File: config.mk
export PLATFORM = sky130hd
export DESIGN_NAME = gradient_noise_2d_flat
export DESIGN_NICKNAME = d
export VERILOG_FILES = /design/src/design/gn2_pkg.sv /design/src/design/gn2_if.sv /design/src/design/gn2_front.sv /design/src/design/gn2_fifo.sv /design/src/design/gn2_back.sv /design/src/design/gradient_noise_2d.sv /design/src/flat_wrapper.sv
export SDC_FILE = /design/constraint.sdc
export NUM_CORES = 2
export LEC_CHECK = 0
export ABC_AREA = 1
export BUFFER_PORTS_ARGS = -buffer_cell sky130_fd_sc_hd__buf_2
export CORE_ASPECT_RATIO = 1.1
export CORE_UTILIZATION = 30
export DETAILED_ROUTE_END_ITERATION = 16
export PLACE_DENSITY_LB_ADDON = 0.08
export SLEW_MARGIN = 20
export SYNTH_ARGS = -nofsm -noshare
export SYNTH_HDL_FRONTEND = slang
export SYNTH_SLANG_ARGS = --single-unit
File: constraint.sdc
create_clock -name clk -period 16.3 [get_ports clk]
set_clock_uncertainty 0.2 [all_clocks]
set_input_delay 0.815 -clock clk [delete_from_list [all_inputs] [get_ports clk]]
set_output_delay 0.815 -clock clk [all_outputs]
set_load 0.02 [all_outputs]
File: src/design/gn2_pkg.sv
// ----------------------------------------------------------------------------
// gn2_pkg: shared types, constants and helpers for the 2D gradient noise block
// Fixed-point widths, corner hash, gradient dot product and queue entry type.
// ----------------------------------------------------------------------------
package gn2_pkg;

	localparam int FRAC_BITS = 12;
	localparam int INT_BITS  = 16;
	localparam int COORD_W   = INT_BITS + FRAC_BITS;
	localparam int OUT_W     = FRAC_BITS + 3;

	// config port
	localparam int PADDR_W   = 3;
	localparam int PDATA_W   = 32;
	localparam int REG_IDX_W = PADDR_W - 2;
	localparam logic [REG_IDX_W-1:0] REG_SEED = REG_IDX_W'(0);

	localparam int SEED_W = 8;
	localparam logic [SEED_W-1:0] SEED_RESET = SEED_W'(11);

	// corner hash
	localparam int HASH_W   = 3;
	localparam int HASH_MUL = 57;

	// datapath widths
	localparam int OFS_W    = FRAC_BITS + 1;        // signed corner offset
	localparam int DOT_W    = FRAC_BITS + 3;        // gradient dot, up to +/-2.0
	localparam int SQ_W     = 2 * FRAC_BITS;        // s*s
	localparam int CUBIC_W  = FRAC_BITS + 2;        // 3 - 2s
	localparam int FP_W     = 3 * FRAC_BITS + 2;    // fade product
	localparam int FADE_W   = FRAC_BITS + 1;        // fade weight in [0, 1]
	localparam int DIFF_W   = FRAC_BITS + 4;        // horizontal b - a
	localparam int LPROD_W  = DIFF_W + FADE_W + 1;
	localparam int LERP_W   = FRAC_BITS + 4;
	localparam int VDIFF_W  = LERP_W + 1;
	localparam int VPROD_W  = VDIFF_W + FADE_W + 1;
	localparam int RES_W    = FRAC_BITS + 5;

	// queue between front and back
	localparam int FIFO_DEPTH = 4;
	localparam int FIFO_PTR_W = $clog2(FIFO_DEPTH);
	localparam int FIFO_CNT_W = $clog2(FIFO_DEPTH + 1);

	typedef struct packed {
		logic [HASH_W-1:0]    h00;
		logic [HASH_W-1:0]    h10;
		logic [HASH_W-1:0]    h01;
		logic [HASH_W-1:0]    h11;
		logic [FRAC_BITS-1:0] sx;
		logic [FRAC_BITS-1:0] sy;
	} gn2_entry_t;

	// gradient components per hash: (1,0) (-1,0) (0,1) (0,-1) (1,1) (-1,1) (1,-1) (-1,-1)
	localparam logic signed [1:0] GRAD_X [2**HASH_W] = '{
		2'sd1, -2'sd1, 2'sd0, 2'sd0, 2'sd1, -2'sd1, 2'sd1, -2'sd1};
	localparam logic signed [1:0] GRAD_Y [2**HASH_W] = '{
		2'sd0, 2'sd0, 2'sd1, -2'sd1, 2'sd1, 2'sd1, -2'sd1, -2'sd1};

	// only the low hash bits survive the mod 256 / mod 8, so low cell bits suffice
	function automatic logic [HASH_W-1:0] corner_hash(
		logic [HASH_W-1:0] cx,
		logic [HASH_W-1:0] cy,
		logic [SEED_W-1:0] seed
	);
		logic [SEED_W-1:0] sum;
		sum = SEED_W'(cx) + SEED_W'(HASH_MUL) * SEED_W'(cy) + seed;
		return sum[HASH_W-1:0];
	endfunction

	function automatic logic signed [DOT_W-1:0] grad_term(
		logic signed [1:0]       g,
		logic signed [OFS_W-1:0] d
	);
		logic signed [DOT_W-1:0] de;
		de = DOT_W'(d);
		if (g > 0)
			return de;
		else if (g < 0)
			return -de;
		else
			return '0;
	endfunction

	function automatic logic signed [DOT_W-1:0] grad_dot(
		logic [HASH_W-1:0]       h,
		logic signed [OFS_W-1:0] dx,
		logic signed [OFS_W-1:0] dy
	);
		return grad_term(GRAD_X[h], dx) + grad_term(GRAD_Y[h], dy);
	endfunction

endpackage

File: src/design/gn2_if.sv
// ----------------------------------------------------------------------------
// gn2_if: valid/ready channels of the 2D gradient noise block
// Point channel (x_coord, y_coord) and noise result channel (noise_value).
// ----------------------------------------------------------------------------
interface gn2_point_if;
	import gn2_pkg::*;

	logic               valid;
	logic               ready;
	logic [COORD_W-1:0] x_coord;
	logic [COORD_W-1:0] y_coord;

	modport source(output valid, output x_coord, output y_coord, input ready);
	modport sink(input valid, input x_coord, input y_coord, output ready);
endinterface

interface gn2_noise_if;
	import gn2_pkg::*;

	logic                    valid;
	logic                    ready;
	logic signed [OUT_W-1:0] noise_value;

	modport source(output valid, output noise_value, input ready);
	modport sink(input valid, input noise_value, output ready);
endinterface

File: src/design/gn2_front.sv
// ----------------------------------------------------------------------------
// gn2_front: point intake, seed register and corner hashing
// Splits each point beat into cell and offset and pushes a queue entry.
// ----------------------------------------------------------------------------
module gn2_front (
	input  logic                          clk,
	input  logic                          arst_n,
	gn2_point_if.sink                     point,
	input  logic                          psel,
	input  logic                          penable,
	input  logic                          pwrite,
	input  logic [gn2_pkg::PADDR_W-1:0]   paddr,
	input  logic [gn2_pkg::PDATA_W-1:0]   pwdata,
	output logic [gn2_pkg::PDATA_W-1:0]   prdata,
	input  logic                          fifo_full,
	output logic                          push,
	output gn2_pkg::gn2_entry_t           push_entry
);
	import gn2_pkg::*;

	logic [SEED_W-1:0]    seed_q;
	logic [REG_IDX_W-1:0] reg_idx;
	logic [HASH_W-1:0]    cx;
	logic [HASH_W-1:0]    cy;
	logic [HASH_W-1:0]    cx1;
	logic [HASH_W-1:0]    cy1;

	assign reg_idx = paddr[PADDR_W-1:2];

	always_ff @(posedge clk or negedge arst_n) begin
		if (!arst_n) begin
			seed_q <= SEED_RESET;
		end else if (psel && penable && pwrite && reg_idx == REG_SEED) begin
			seed_q <= pwdata[SEED_W-1:0];
		end
	end

	always_comb begin
		prdata = '0;
		if (reg_idx == REG_SEED)
			prdata = PDATA_W'(seed_q);
	end

	// low cell bits; +1 wraps, matching the hash's modulo
	assign cx  = point.x_coord[FRAC_BITS +: HASH_W];
	assign cy  = point.y_coord[FRAC_BITS +: HASH_W];
	assign cx1 = cx + HASH_W'(1);
	assign cy1 = cy + HASH_W'(1);

	always_comb begin
		push_entry.h00 = corner_hash(cx,  cy,  seed_q);
		push_entry.h10 = corner_hash(cx1, cy,  seed_q);
		push_entry.h01 = corner_hash(cx,  cy1, seed_q);
		push_entry.h11 = corner_hash(cx1, cy1, seed_q);
		push_entry.sx  = point.x_coord[FRAC_BITS-1:0];
		push_entry.sy  = point.y_coord[FRAC_BITS-1:0];
	end

	assign point.ready = !fifo_full;
	assign push        = point.valid && !fifo_full;

endmodule

File: src/design/gn2_fifo.sv
// ----------------------------------------------------------------------------
// gn2_fifo: short queue between front and back
// Register-based FIFO; push and pop may happen in the same cycle.
// ----------------------------------------------------------------------------
module gn2_fifo (
	input  logic                 clk,
	input  logic                 arst_n,
	input  logic                 push,
	input  gn2_pkg::gn2_entry_t  push_entry,
	input  logic                 pop,
	output gn2_pkg::gn2_entry_t  head,
	output logic                 full,
	output logic                 empty
);
	import gn2_pkg::*;

	gn2_entry_t            mem_q [FIFO_DEPTH];
	logic [FIFO_PTR_W-1:0] wr_ptr_q;
	logic [FIFO_PTR_W-1:0] rd_ptr_q;
	logic [FIFO_CNT_W-1:0] count_q;
	logic                  do_push;
	logic                  do_pop;

	assign full    = (count_q == FIFO_CNT_W'(FIFO_DEPTH));
	assign empty   = (count_q == '0);
	assign do_push = push && !full;
	assign do_pop  = pop && !empty;
	assign head    = mem_q[rd_ptr_q];

	always_ff @(posedge clk) begin
		if (do_push)
			mem_q[wr_ptr_q] <= push_entry;
	end

	always_ff @(posedge clk or negedge arst_n) begin
		if (!arst_n) begin
			wr_ptr_q <= '0;
			rd_ptr_q <= '0;
			count_q  <= '0;
		end else begin
			if (do_push)
				wr_ptr_q <= (wr_ptr_q == FIFO_PTR_W'(FIFO_DEPTH - 1)) ? '0
					: wr_ptr_q + FIFO_PTR_W'(1);
			if (do_pop)
				rd_ptr_q <= (rd_ptr_q == FIFO_PTR_W'(FIFO_DEPTH - 1)) ? '0
					: rd_ptr_q + FIFO_PTR_W'(1);
			if (do_push && !do_pop)
				count_q <= count_q + FIFO_CNT_W'(1);
			else if (do_pop && !do_push)
				count_q <= count_q - FIFO_CNT_W'(1);
		end
	end

endmodule

File: src/design/gn2_back.sv
// ----------------------------------------------------------------------------
// gn2_back: dot, fade and blend pipeline
// Eight stages; the whole pipe holds while the output beat is not taken.
// ----------------------------------------------------------------------------
module gn2_back (
	input  logic                 clk,
	input  logic                 arst_n,
	input  gn2_pkg::gn2_entry_t  head,
	input  logic                 fifo_empty,
	output logic                 pop,
	gn2_noise_if.source          noise
);
	import gn2_pkg::*;

	localparam logic [CUBIC_W-1:0] THREE_ONE = CUBIC_W'(3) << FRAC_BITS;
	localparam logic [FP_W-1:0]    FADE_HALF = FP_W'(1) << (2 * FRAC_BITS - 1);
	localparam logic signed [LPROD_W-1:0] LHALF = LPROD_W'(1) << (FRAC_BITS - 1);
	localparam logic signed [VPROD_W-1:0] VHALF = VPROD_W'(1) << (FRAC_BITS - 1);
	localparam logic signed [RES_W-1:0]   LIM   = RES_W'(1) << (FRAC_BITS + 1);

	logic en;
	logic v_s1, v_s2, v_s3, v_s4, v_s5, v_s6, v_s7, v_s8;

	// stage 1
	logic [FRAC_BITS-1:0]    sx_s1, sy_s1;
	logic [SQ_W-1:0]         sqx_s1, sqy_s1;
	logic signed [DOT_W-1:0] d00_s1, d10_s1, d01_s1, d11_s1;
	// stage 2
	logic [FP_W-1:0]         px_s2, py_s2;
	logic signed [DOT_W-1:0] d00_s2, d01_s2;
	logic signed [DIFF_W-1:0] dt_s2, db_s2;
	// stage 3
	logic [FADE_W-1:0]       fx_s3, fy_s3;
	logic signed [DOT_W-1:0] d00_s3, d01_s3;
	logic signed [DIFF_W-1:0] dt_s3, db_s3;
	// stage 4
	logic signed [LPROD_W-1:0] pt_s4, pb_s4;
	logic signed [DOT_W-1:0]   d00_s4, d01_s4;
	logic [FADE_W-1:0]         fy_s4;
	// stage 5
	logic signed [LERP_W-1:0] top_s5, bot_s5;
	logic [FADE_W-1:0]        fy_s5;
	// stage 6
	logic signed [LERP_W-1:0]  top_s6;
	logic signed [VDIFF_W-1:0] dv_s6;
	logic [FADE_W-1:0]         fy_s6;
	// stage 7
	logic signed [LERP_W-1:0]  top_s7;
	logic signed [VPROD_W-1:0] pv_s7;
	// stage 8 (output)
	logic signed [OUT_W-1:0]   noise_s8;

	// combinational helpers
	logic signed [OFS_W-1:0]   dx0, dx1, dy0, dy1;
	logic [CUBIC_W-1:0]        wx, wy;
	logic signed [LPROD_W-1:0] rt_sum, rb_sum;
	logic signed [VPROD_W-1:0] rv_sum;
	logic signed [RES_W-1:0]   res;

	assign en  = !v_s8 || noise.ready;
	assign pop = en && !fifo_empty;

	// offset to near corner is s, to far corner s - 1
	assign dx0 = $signed({1'b0, head.sx});
	assign dx1 = $signed({1'b1, head.sx});
	assign dy0 = $signed({1'b0, head.sy});
	assign dy1 = $signed({1'b1, head.sy});

	assign wx = THREE_ONE - (CUBIC_W'(sx_s1) << 1);
	assign wy = THREE_ONE - (CUBIC_W'(sy_s1) << 1);

	assign rt_sum = pt_s4 + LHALF;
	assign rb_sum = pb_s4 + LHALF;
	assign rv_sum = pv_s7 + VHALF;

	always_comb begin
		res = RES_W'(top_s7) + RES_W'(rv_sum >>> FRAC_BITS);
		if (res > LIM)
			res = LIM;
		else if (res < -LIM)
			res = -LIM;
	end

	always_ff @(posedge clk or negedge arst_n) begin
		if (!arst_n) begin
			v_s1 <= 1'b0;
			v_s2 <= 1'b0;
			v_s3 <= 1'b0;
			v_s4 <= 1'b0;
			v_s5 <= 1'b0;
			v_s6 <= 1'b0;
			v_s7 <= 1'b0;
			v_s8 <= 1'b0;
		end else if (en) begin
			v_s1 <= !fifo_empty;
			v_s2 <= v_s1;
			v_s3 <= v_s2;
			v_s4 <= v_s3;
			v_s5 <= v_s4;
			v_s6 <= v_s5;
			v_s7 <= v_s6;
			v_s8 <= v_s7;
		end
	end

	always_ff @(posedge clk) begin
		if (en) begin
			// s1: gradient dots and offset squares
			sx_s1  <= head.sx;
			sy_s1  <= head.sy;
			sqx_s1 <= SQ_W'(head.sx) * SQ_W'(head.sx);
			sqy_s1 <= SQ_W'(head.sy) * SQ_W'(head.sy);
			d00_s1 <= grad_dot(head.h00, dx0, dy0);
			d10_s1 <= grad_dot(head.h10, dx1, dy0);
			d01_s1 <= grad_dot(head.h01, dx0, dy1);
			d11_s1 <= grad_dot(head.h11, dx1, dy1);
			// s2: s^2 * (3 - 2s), horizontal differences
			px_s2  <= FP_W'(sqx_s1) * FP_W'(wx);
			py_s2  <= FP_W'(sqy_s1) * FP_W'(wy);
			d00_s2 <= d00_s1;
			d01_s2 <= d01_s1;
			dt_s2  <= DIFF_W'(d10_s1) - DIFF_W'(d00_s1);
			db_s2  <= DIFF_W'(d11_s1) - DIFF_W'(d01_s1);
			// s3: round fade weights
			fx_s3  <= FADE_W'((px_s2 + FADE_HALF) >> (2 * FRAC_BITS));
			fy_s3  <= FADE_W'((py_s2 + FADE_HALF) >> (2 * FRAC_BITS));
			d00_s3 <= d00_s2;
			d01_s3 <= d01_s2;
			dt_s3  <= dt_s2;
			db_s3  <= db_s2;
			// s4: horizontal weight products
			pt_s4  <= LPROD_W'(dt_s3) * $signed({1'b0, fx_s3});
			pb_s4  <= LPROD_W'(db_s3) * $signed({1'b0, fx_s3});
			d00_s4 <= d00_s3;
			d01_s4 <= d01_s3;
			fy_s4  <= fy_s3;
			// s5: top and bottom blends
			top_s5 <= LERP_W'(d00_s4) + LERP_W'(rt_sum >>> FRAC_BITS);
			bot_s5 <= LERP_W'(d01_s4) + LERP_W'(rb_sum >>> FRAC_BITS);
			fy_s5  <= fy_s4;
			// s6: vertical difference
			top_s6 <= top_s5;
			dv_s6  <= VDIFF_W'(bot_s5) - VDIFF_W'(top_s5);
			fy_s6  <= fy_s5;
			// s7: vertical weight product
			top_s7 <= top_s6;
			pv_s7  <= VPROD_W'(dv_s6) * $signed({1'b0, fy_s6});
			// s8: final blend, saturate
			noise_s8 <= OUT_W'(res);
		end
	end

	assign noise.valid       = v_s8;
	assign noise.noise_value = noise_s8;

endmodule

File: src/design/gradient_noise_2d.sv
// ----------------------------------------------------------------------------
// gradient_noise_2d: 2D gradient noise, one point per clock while the output is taken
// Top level: front end, entry queue and blend pipeline.
// ----------------------------------------------------------------------------
// Takes a point (x_coord, y_coord), each unsigned 16.12 fixed point, and returns
// one noise_value: signed, 12 fraction bits, saturated to [-2.0, +2.0]. The four
// cell corners are hashed as (cx + 57*cy + seed) mod 256 mod 8 to pick one of
// eight gradients; the corner dots are blended with the fade w*w*(3-2w), first
// along x, then along y, rounding half up at each step. Throughput is one point
// per clock while the output side is ready. An accepted point beat is written
// into the 4-entry queue, popped from it into the first of the eight blend
// stages and passes through them to the output register. The multiplier stages
// (fade cube, then the two blends) set the pipeline depth. The pipeline holds as
// a whole while an output beat waits; the queue keeps taking points until it is
// full. The only register is hash_seed at byte address 0 (reset 11); write it
// while no point is in flight.
// ----------------------------------------------------------------------------
module gradient_noise_2d (
	input  logic                          clk,
	input  logic                          arst_n,
	gn2_point_if.sink                     point,
	gn2_noise_if.source                   noise,
	input  logic                          psel,
	input  logic                          penable,
	input  logic                          pwrite,
	input  logic [gn2_pkg::PADDR_W-1:0]   paddr,
	input  logic [gn2_pkg::PDATA_W-1:0]   pwdata,
	output logic [gn2_pkg::PDATA_W-1:0]   prdata,
	output logic                          pready
);
	import gn2_pkg::*;

	gn2_entry_t push_entry;
	gn2_entry_t head;
	logic       push;
	logic       pop;
	logic       fifo_full;
	logic       fifo_empty;

	// zero-wait config port
	assign pready = 1'b1;

	// front: seed register, hashing, point intake
	gn2_front u_front (
		.clk        (clk),
		.arst_n     (arst_n),
		.point      (point),
		.psel       (psel),
		.penable    (penable),
		.pwrite     (pwrite),
		.paddr      (paddr),
		.pwdata     (pwdata),
		.prdata     (prdata),
		.fifo_full  (fifo_full),
		.push       (push),
		.push_entry (push_entry)
	);

	// decouples intake from output stalls
	gn2_fifo u_fifo (
		.clk        (clk),
		.arst_n     (arst_n),
		.push       (push),
		.push_entry (push_entry),
		.pop        (pop),
		.head       (head),
		.full       (fifo_full),
		.empty      (fifo_empty)
	);

	// back: dots, fade, blends, saturation, output register
	gn2_back u_back (
		.clk        (clk),
		.arst_n     (arst_n),
		.head       (head),
		.fifo_empty (fifo_empty),
		.pop        (pop),
		.noise      (noise)
	);

endmodule

File: src/flat_wrapper.sv
// flat-port wrapper written by rule: the top's interface ports become plain ports
module gradient_noise_2d_flat import gn2_pkg::*;
  (clk, arst_n, psel, penable, pwrite, paddr, pwdata, prdata, pready, point_valid, point_x_coord, point_y_coord, point_ready, noise_valid, noise_noise_value, noise_ready);
  gn2_point_if point_i ();
  gn2_noise_if noise_i ();
  input  logic clk;
  input  logic arst_n;
  input  logic psel;
  input  logic penable;
  input  logic pwrite;
  input  logic [gn2_pkg::PADDR_W-1:0] paddr;
  input  logic [gn2_pkg::PDATA_W-1:0] pwdata;
  output logic [gn2_pkg::PDATA_W-1:0] prdata;
  output logic pready;
  input wire logic [$bits(point_i.valid)-1:0] point_valid;
  input wire logic [$bits(point_i.x_coord)-1:0] point_x_coord;
  input wire logic [$bits(point_i.y_coord)-1:0] point_y_coord;
  output wire logic [$bits(point_i.ready)-1:0] point_ready;
  output wire logic [$bits(noise_i.valid)-1:0] noise_valid;
  output wire logic [$bits(noise_i.noise_value)-1:0] noise_noise_value;
  input wire logic [$bits(noise_i.ready)-1:0] noise_ready;
  assign point_i.valid = point_valid;
  assign point_i.x_coord = point_x_coord;
  assign point_i.y_coord = point_y_coord;
  assign point_ready = point_i.ready;
  assign noise_valid = noise_i.valid;
  assign noise_noise_value = noise_i.noise_value;
  assign noise_i.ready = noise_ready;
  gradient_noise_2d u_core (.clk(clk), .arst_n(arst_n), .point(point_i), .noise(noise_i), .psel(psel), .penable(penable), .pwrite(pwrite), .paddr(paddr), .pwdata(pwdata), .prdata(prdata), .pready(pready));
endmodule
Word-level counts from Yosys, hierarchy flattened
Memory sizes are Yosys's and may differ from the RTL's.
Index checks and enable logic that the tools add are counted.
Word-level totals
  memories kept: 9
  bits in read-only memories: 128
  logic and storage cells: 196
  register bits: 629
  input port bits: 98
  RAM bits: 144
Memory list
  u_core.u_fifo.mem_q: words 4, bits a word 36, read ports 1, clocked after Yosys merged registers in 0, write ports 1, RTL line gn2_fifo.sv:17  | gn2_entry_t mem_q [FIFO_DEPTH];
  (no name shown): words 8, bits a word 2, read ports 1, clocked after Yosys merged registers in 0, write ports 0, RTL line gn2_pkg.sv:89  | return grad_term(GRAD_X[h], dx) + grad_term(GRAD_Y[h], dy);
  (no name shown): words 8, bits a word 2, read ports 1, clocked after Yosys merged registers in 0, write ports 0, RTL line gn2_pkg.sv:89
  (no name shown): words 8, bits a word 2, read ports 1, clocked after Yosys merged registers in 0, write ports 0, RTL line gn2_pkg.sv:89
  (no name shown): words 8, bits a word 2, read ports 1, clocked after Yosys merged registers in 0, write ports 0, RTL line gn2_pkg.sv:89
  (no name shown): words 8, bits a word 2, read ports 1, clocked after Yosys merged registers in 0, write ports 0, RTL line gn2_pkg.sv:89
  3 more memories
Operators by class
  multiply operators: 9
  bitwise operators: 5
  reductions and logical operators: 18
  mux-type cells: 48
  equal/unequal tests: 3
  $add $sub $neg: 35
  magnitude comparators: 22
Operator list (count)
  $mux W15: 25
  $add A37 B24 Y37 const B: 2
  $mul A24 B14 Y37: 2
  $add A15 B15 Y15: 4
  $add A28 B13 Y28 const B: 2
  $mul A16 B14 Y28: 2
  $mul A12 B12 Y24: 2
  $mux W2: 18
  $add A15 B16 Y16: 2
  $sub A15 B15 Y16: 2
  $neg A12 Y15: 2
  $neg A13 Y15: 2
  $add A29 B13 Y29 const B: 1
  $mul A17 B14 Y29: 1
  $sub A14 B13 Y14 const A: 2
  $add A3 B3 Y3: 8
  $add A16 B17 Y17: 1
  $gt A17 B15 Y1 const B: 1
  $lt A17 B14 Y1 const B: 1
  $sub A16 B16 Y17: 1
  $ge A4 B4 Y1 const B: 4
  $gt A2 B1 Y1 const B: 8
  $lt A2 B1 Y1 const B: 8
  $not A3 Y4: 4
  16 further kinds: 35

Logic depth before layout (Yosys ltp)
An unclocked memory read counts as a cell.
  word-level depth: 10
  mapped depth: 38
  mapped depth without buffers: 35

Cells and area by module
From an unflattened synthesis, not the netlist that was laid out.
Second synthesis, totals
  cell total of the unflattened synthesis: 9444
  area total of the unflattened synthesis: 84045.6 um^2
Modules (own cells, without submodules)
  gn2_back: instances 1, cells each 8766, seq. area each 15905.3 um^2, area an instance 76460.8 um^2
  gn2_fifo: instances 1, cells each 480, seq. area each 4499.3 um^2, area an instance 6202.2 um^2
  gn2_front: instances 1, cells each 196, seq. area each 203.9 um^2, area an instance 1371.3 um^2
  gradient_noise_2d: instances 1, cells each 2, seq. area each 0.0 um^2, area an instance 11.3 um^2

Worst setup path after synthesis
No wires, ideal clock.
  path kind: input port to flip-flop
  from: in noise_ready
  to: reg u_core.u_back.bot_s5[0] (enable)
  setup slack: 1.164 ns
  stages: 2
  data arrival time: 10.772 ns
  setup time: 4.164 ns
  cells stage by stage: nor2_1 -> clkinv_1
On the way
  longest elaborated chain between the ends: 1
RTL lines
  start: declaration: RTL line flat_wrapper.sv:21  | input wire logic [$bits(noise_i.ready)-1:0] noise_ready;
  $logic_or A1 B1 Y1: RTL line gn2_back.sv:60  | assign en = !v_s8 || noise.ready;
  end signal: assignment: RTL line gn2_back.sv:139  | bot_s5 <= LERP_W'(d01_s4) + LERP_W'(rb_sum >>> FRAC_BITS);
  end: declaration: RTL line gn2_back.sv:41  | logic signed [LERP_W-1:0] top_s5, bot_s5;
Every way passes these cells.
A chain may end at the register's enable or synchronous reset.

Worst setup path in the final report
  from: reg u_core.u_back.sy_s1[0]
  to: reg u_core.u_back.py_s2[36] (data pin)
On the way
  longest elaborated chain between the ends: 2
RTL lines
  start: declaration: RTL line gn2_back.sv:25  | logic [FRAC_BITS-1:0] sx_s1, sy_s1;
  start signal: assignment: RTL line gn2_back.sv:110  | sy_s1 <= head.sy;
  $sub A14 B13 Y14: RTL line gn2_back.sv:70  | assign wy = THREE_ONE - (CUBIC_W'(sy_s1) << 1);
  $mul A24 B14 Y37: RTL line gn2_back.sv:119  | py_s2 <= FP_W'(sqy_s1) * FP_W'(wy);
  end signal: assignment: RTL line gn2_back.sv:119
  end: declaration: RTL line gn2_back.sv:29  | logic [FP_W-1:0] px_s2, py_s2;
Every way passes these cells.

==> metrics.txt <==
final net count=11149; Die Ht=553 um; FILL cells=28562; total wirelength of the detailed-routed design=222000 um; critical path's largest stage delay=0.78 ns; crit path max fanout=24; mean area per synthesized cell=8.99 um2; Setup violations, final=0; core region area=273000 um2; H-Tree Depth=3; number of distinct standard cells referenced by the synthesized netlist=71; max frequency=0.124 GHz; HPWL after detailed placement=177000 um; average vias per placed instance=4.52; register area=20400 um2; routed len/inst=17.2 um; number of rows in the core area=201; slack of the critical path=8.24 ns; Min-Delay Endpoint=u_core.u_fifo.mem_q[0][9]; DRC Markers=0; number of synthesized register bits=682; worst slack, placed=8.21 ns; required time of the worst setup path=16.54 ns; count of max-cap constraint violations=0; last weighted congestion value of the routability-driven placer=0.864; Fin. Hold Viols=0; TritonRoute pass-1 iters=6; post-layout min period=8.06 ns; worst r2r path cells=26; top routing layer in use=met5; worst-margin pin slew=1.16 ns; kind of capture point of the worst setup path=flop; crit path max-delay cell type=sky130_fd_sc_hd__inv_1; via count=58116; number of clock buffers inserted by TritonCTS=85; DRT met1 WL=103000 um; number of global-route vias before repair=62249; first-pass GRT wire length=354000 um; CTS root buf=sky130_fd_sc_hd__clkbuf_16; violation count after the first detailed-route iteration=3007; multi-input logic area=53200 um2; Detail Route met2 WL=106000 um; register area share after synthesis=24.6%; setup repair after global routing missed its margin=false; startpoint of the worst hold path=point_y_coord[9]; Hold Path Cell Cnt=1; remaining global-route overflow=0; Arrival @ worst endpoint=8.30 ns; relative area change from synthesis to final layout=8.25%; Port Buf Inserts=70; Worst-path clk slew=0.06 ns; Max-slew headroom=22.3%; clock tree sinks=682; outcome=complete, no violations; final setup TNS=0 ns; worst flop-to-flop path endpoint=u_core.u_back.py_s2[36]; pin count of the biggest net entering global routing=91; Initial Util=30.3%; Synth warnings=0; Top-Level Pins=148; Tcrit/Tclk final=49.5%; clock network latency to the later pin of the worst-skew pair=0.72 ns; post-cts resize count=0; antenna violations before repair=14; share of flip-flops with an asynchronous set or reset after synthesis=3.37%; dominant synthesized flop cell=sky130_fd_sc_hd__edfxtp_1; Antenna Violating Nets Remaining=0; die footprint=278000 um2; number of enable flip-flop cells after synthesis=659; share of post-route cells with drive strength above 1=3.47%; GRT Overall Usage=16.3%; maximum buffer depth of the clock tree=3; Crit Path Category=reg -> reg; met3 wire length=7310 um; HP Class=in -> reg; fin. max-slew vios=0; worst reg-to-reg setup slack=8.24 ns; synthesized instance count=9203; Horiz. Die Dim=503 um; CP startpoint kind=flop; CTS tree=yes; area of the mapped netlist=82800 um2; start of the worst register-to-register path=u_core.u_back.sy_s1[0]
## critical path, delay by kind of cell, from the launching register on
kind	cells	cell delay (ns)
simple gates	6	0.81
buf+inv	5	1.56
flops	1	0.36
fa+ha+maj	8	3.55
compound gates	7	1.29
## how the worst max path moves through the flow
stage                                 startpoint                 endpoint  slack, ns  depth (start not counted)
after global routing      u_core.u_back.sx_s1[0]  u_core.u_back.px_s2[36]       7.75                         31
after global placement    u_core.u_back.sx_s1[0]  u_core.u_back.px_s2[36]       8.26                         31
after CTS                 u_core.u_back.sy_s1[0]  u_core.u_back.py_s2[36]       8.22                         26
after floorplan                      noise_ready  u_core.u_back.bot_s5[0]       1.16                          2
final                     u_core.u_back.sy_s1[0]  u_core.u_back.py_s2[36]       8.24                         26
after detailed placement  u_core.u_back.sy_s1[0]  u_core.u_back.py_s2[36]       8.21                         26
## state kept, by name, indices dropped and copies added, names as in the netlist, 16 cells and up
| register | count |
|---|---|
| u_core.u_back.pb_s4 | 17 |
| u_core.u_back.pv_s7 | 18 |
| u_core.u_back.dv_s6 | 17 |
| u_core.u_back.dt_s3 | 16 |
| u_core.u_fifo.mem_q | 136 |
| u_core.u_back.top_s6 | 16 |
| u_core.u_back.sqy_s1 | 22 |
| u_core.u_back.bot_s5 | 16 |
| u_core.u_back.top_s5 | 16 |
| u_core.u_back.sqx_s1 | 22 |
| u_core.u_back.pt_s4 | 17 |
| u_core.u_back.top_s7 | 16 |
| u_core.u_back.db_s2 | 16 |
| u_core.u_back.dt_s2 | 16 |
| u_core.u_back.db_s3 | 16 |
## kinds of logic after synthesis
family,Yosys count,share of synthesized area (%)
other,2,0.00907
adder cells (fa/ha/maj),1911,39.9
buffers and inverters,2424,11.3
flip-flops,682,24.6
XOR/XNOR,362,3.86
AND/OR/NAND/NOR,2979,14.4
AO/OA/AOI/OAI,843,5.88
## cell type report
| class | count | share of cell area (%) |
|---|---|---|
| clock buffers | 108 | 2.52 |
| clock inverters | 45 | 0.580 |
| repair buffers | 109 | 0.735 |
| diodes | 2 | 0.00559 |
| inverters | 2142 | 8.99 |
| flip-flops and latches | 682 | 22.7 |
| well taps | 3654 | 5.10 |
| multi-input cells | 6120 | 59.3 |
## per-stage QoR
| step | cells | cell area (um2) | hold slack [ns] | utilization [%] |
|---|---|---|---|---|
| final | 12862 | 89600 | 0.106 | 32.8 |
| after global routing | 12862 | 89600 | 0.0677 | 32.8 |
| after CTS | 12859 | 89600 | 0.0333 | 32.8 |
| after detailed placement | 12705 | 86800 | 0.205 | 31.7 |
| after global placement | 12705 | 86800 | 0.201 | 31.7 |
| after floorplan | 9226 | 82800 | 0.200 | - |
## cell usage after synthesis (15+ instances only)
library cell / number / share of area (%)
sky130_fd_sc_hd__inv_2: 19 / 0.086
sky130_fd_sc_hd__nor2_2: 18 / 0.14
sky130_fd_sc_hd__dfrtp_1: 20 / 0.60
sky130_fd_sc_hd__o21ai_0: 210 / 1.3
sky130_fd_sc_hd__buf_2: 15 / 0.091
sky130_fd_sc_hd__xor2_1: 241 / 2.6
sky130_fd_sc_hd__nand3_1: 214 / 1.3
sky130_fd_sc_hd__clkbuf_1: 199 / 0.90
sky130_fd_sc_hd__inv_1: 2116 / 9.6
sky130_fd_sc_hd__xnor2_1: 119 / 1.3
sky130_fd_sc_hd__ha_1: 696 / 11
sky130_fd_sc_hd__a31oi_1: 23 / 0.17
sky130_fd_sc_hd__buf_4: 33 / 0.30
sky130_fd_sc_hd__o22ai_1: 64 / 0.48
sky130_fd_sc_hd__nand2_1: 1943 / 8.8
sky130_fd_sc_hd__nor2_1: 618 / 2.8
sky130_fd_sc_hd__o31ai_1: 18 / 0.16
sky130_fd_sc_hd__nand2_2: 17 / 0.13
sky130_fd_sc_hd__buf_1: 20 / 0.091
sky130_fd_sc_hd__a21o_1: 34 / 0.31
sky130_fd_sc_hd__nor4_1: 18 / 0.14
sky130_fd_sc_hd__a21oi_1: 377 / 2.3
sky130_fd_sc_hd__a21boi_0: 24 / 0.22
sky130_fd_sc_hd__nor3_1: 62 / 0.37
sky130_fd_sc_hd__fa_1: 1215 / 29
sky130_fd_sc_hd__nand4_1: 45 / 0.34
sky130_fd_sc_hd__edfxtp_1: 659 / 24
## placed cells by master, fill, tap and decap left out, types with 13 or more instances in the layout
cell type	count
sky130_fd_sc_hd__buf_4	37
sky130_fd_sc_hd__nor4_1	18
sky130_fd_sc_hd__buf_2	70
sky130_fd_sc_hd__a21boi_0	24
sky130_fd_sc_hd__ha_1	696
sky130_fd_sc_hd__dfrtp_1	19
sky130_fd_sc_hd__o31ai_1	18
sky130_fd_sc_hd__a31oi_1	23
sky130_fd_sc_hd__xnor2_1	119
sky130_fd_sc_hd__nand4_1	45
sky130_fd_sc_hd__nor2_1	614
sky130_fd_sc_hd__nor3_1	62
sky130_fd_sc_hd__inv_2	19
sky130_fd_sc_hd__a21oi_1	377
sky130_fd_sc_hd__o21ai_1	14
sky130_fd_sc_hd__o21ai_0	210
sky130_fd_sc_hd__a21o_1	34
sky130_fd_sc_hd__xor2_1	241
sky130_fd_sc_hd__conb_1	25
sky130_fd_sc_hd__clkbuf_16	87
sky130_fd_sc_hd__inv_1	2116
sky130_fd_sc_hd__o22ai_1	64
sky130_fd_sc_hd__fa_1	1215
sky130_fd_sc_hd__clkinv_1	20
sky130_fd_sc_hd__nand3_1	214
sky130_fd_sc_hd__nand2_1	1943
sky130_fd_sc_hd__nor2_2	18
sky130_fd_sc_hd__clkinv_2	13
sky130_fd_sc_hd__edfxtp_1	659
sky130_fd_sc_hd__nand3b_1	14
sky130_fd_sc_hd__nand2_2	17
sky130_fd_sc_hd__clkbuf_1	21
## per-layer routing
layer / global-route usage, % / up-vias
met5: 0 / -
met3: 1.75 / 292
met4: 3.85 / 16
met1: 21.8 / 28748
met2: 27.9 / 1009
li1: - / 28051
## timing repair
| item | in CTS | in global routing |
|---|---|---|
| setup buffers | 0 | 0 |
| hold buffers | 1 | 0 |
| hold endpoints to repair | 20 | 0 |
| endpoints found under the setup margin | 0 | 0 |
Power is not shown: default switching activity piles up to over one toggle a cycle in this logic, so the estimate is an artifact.
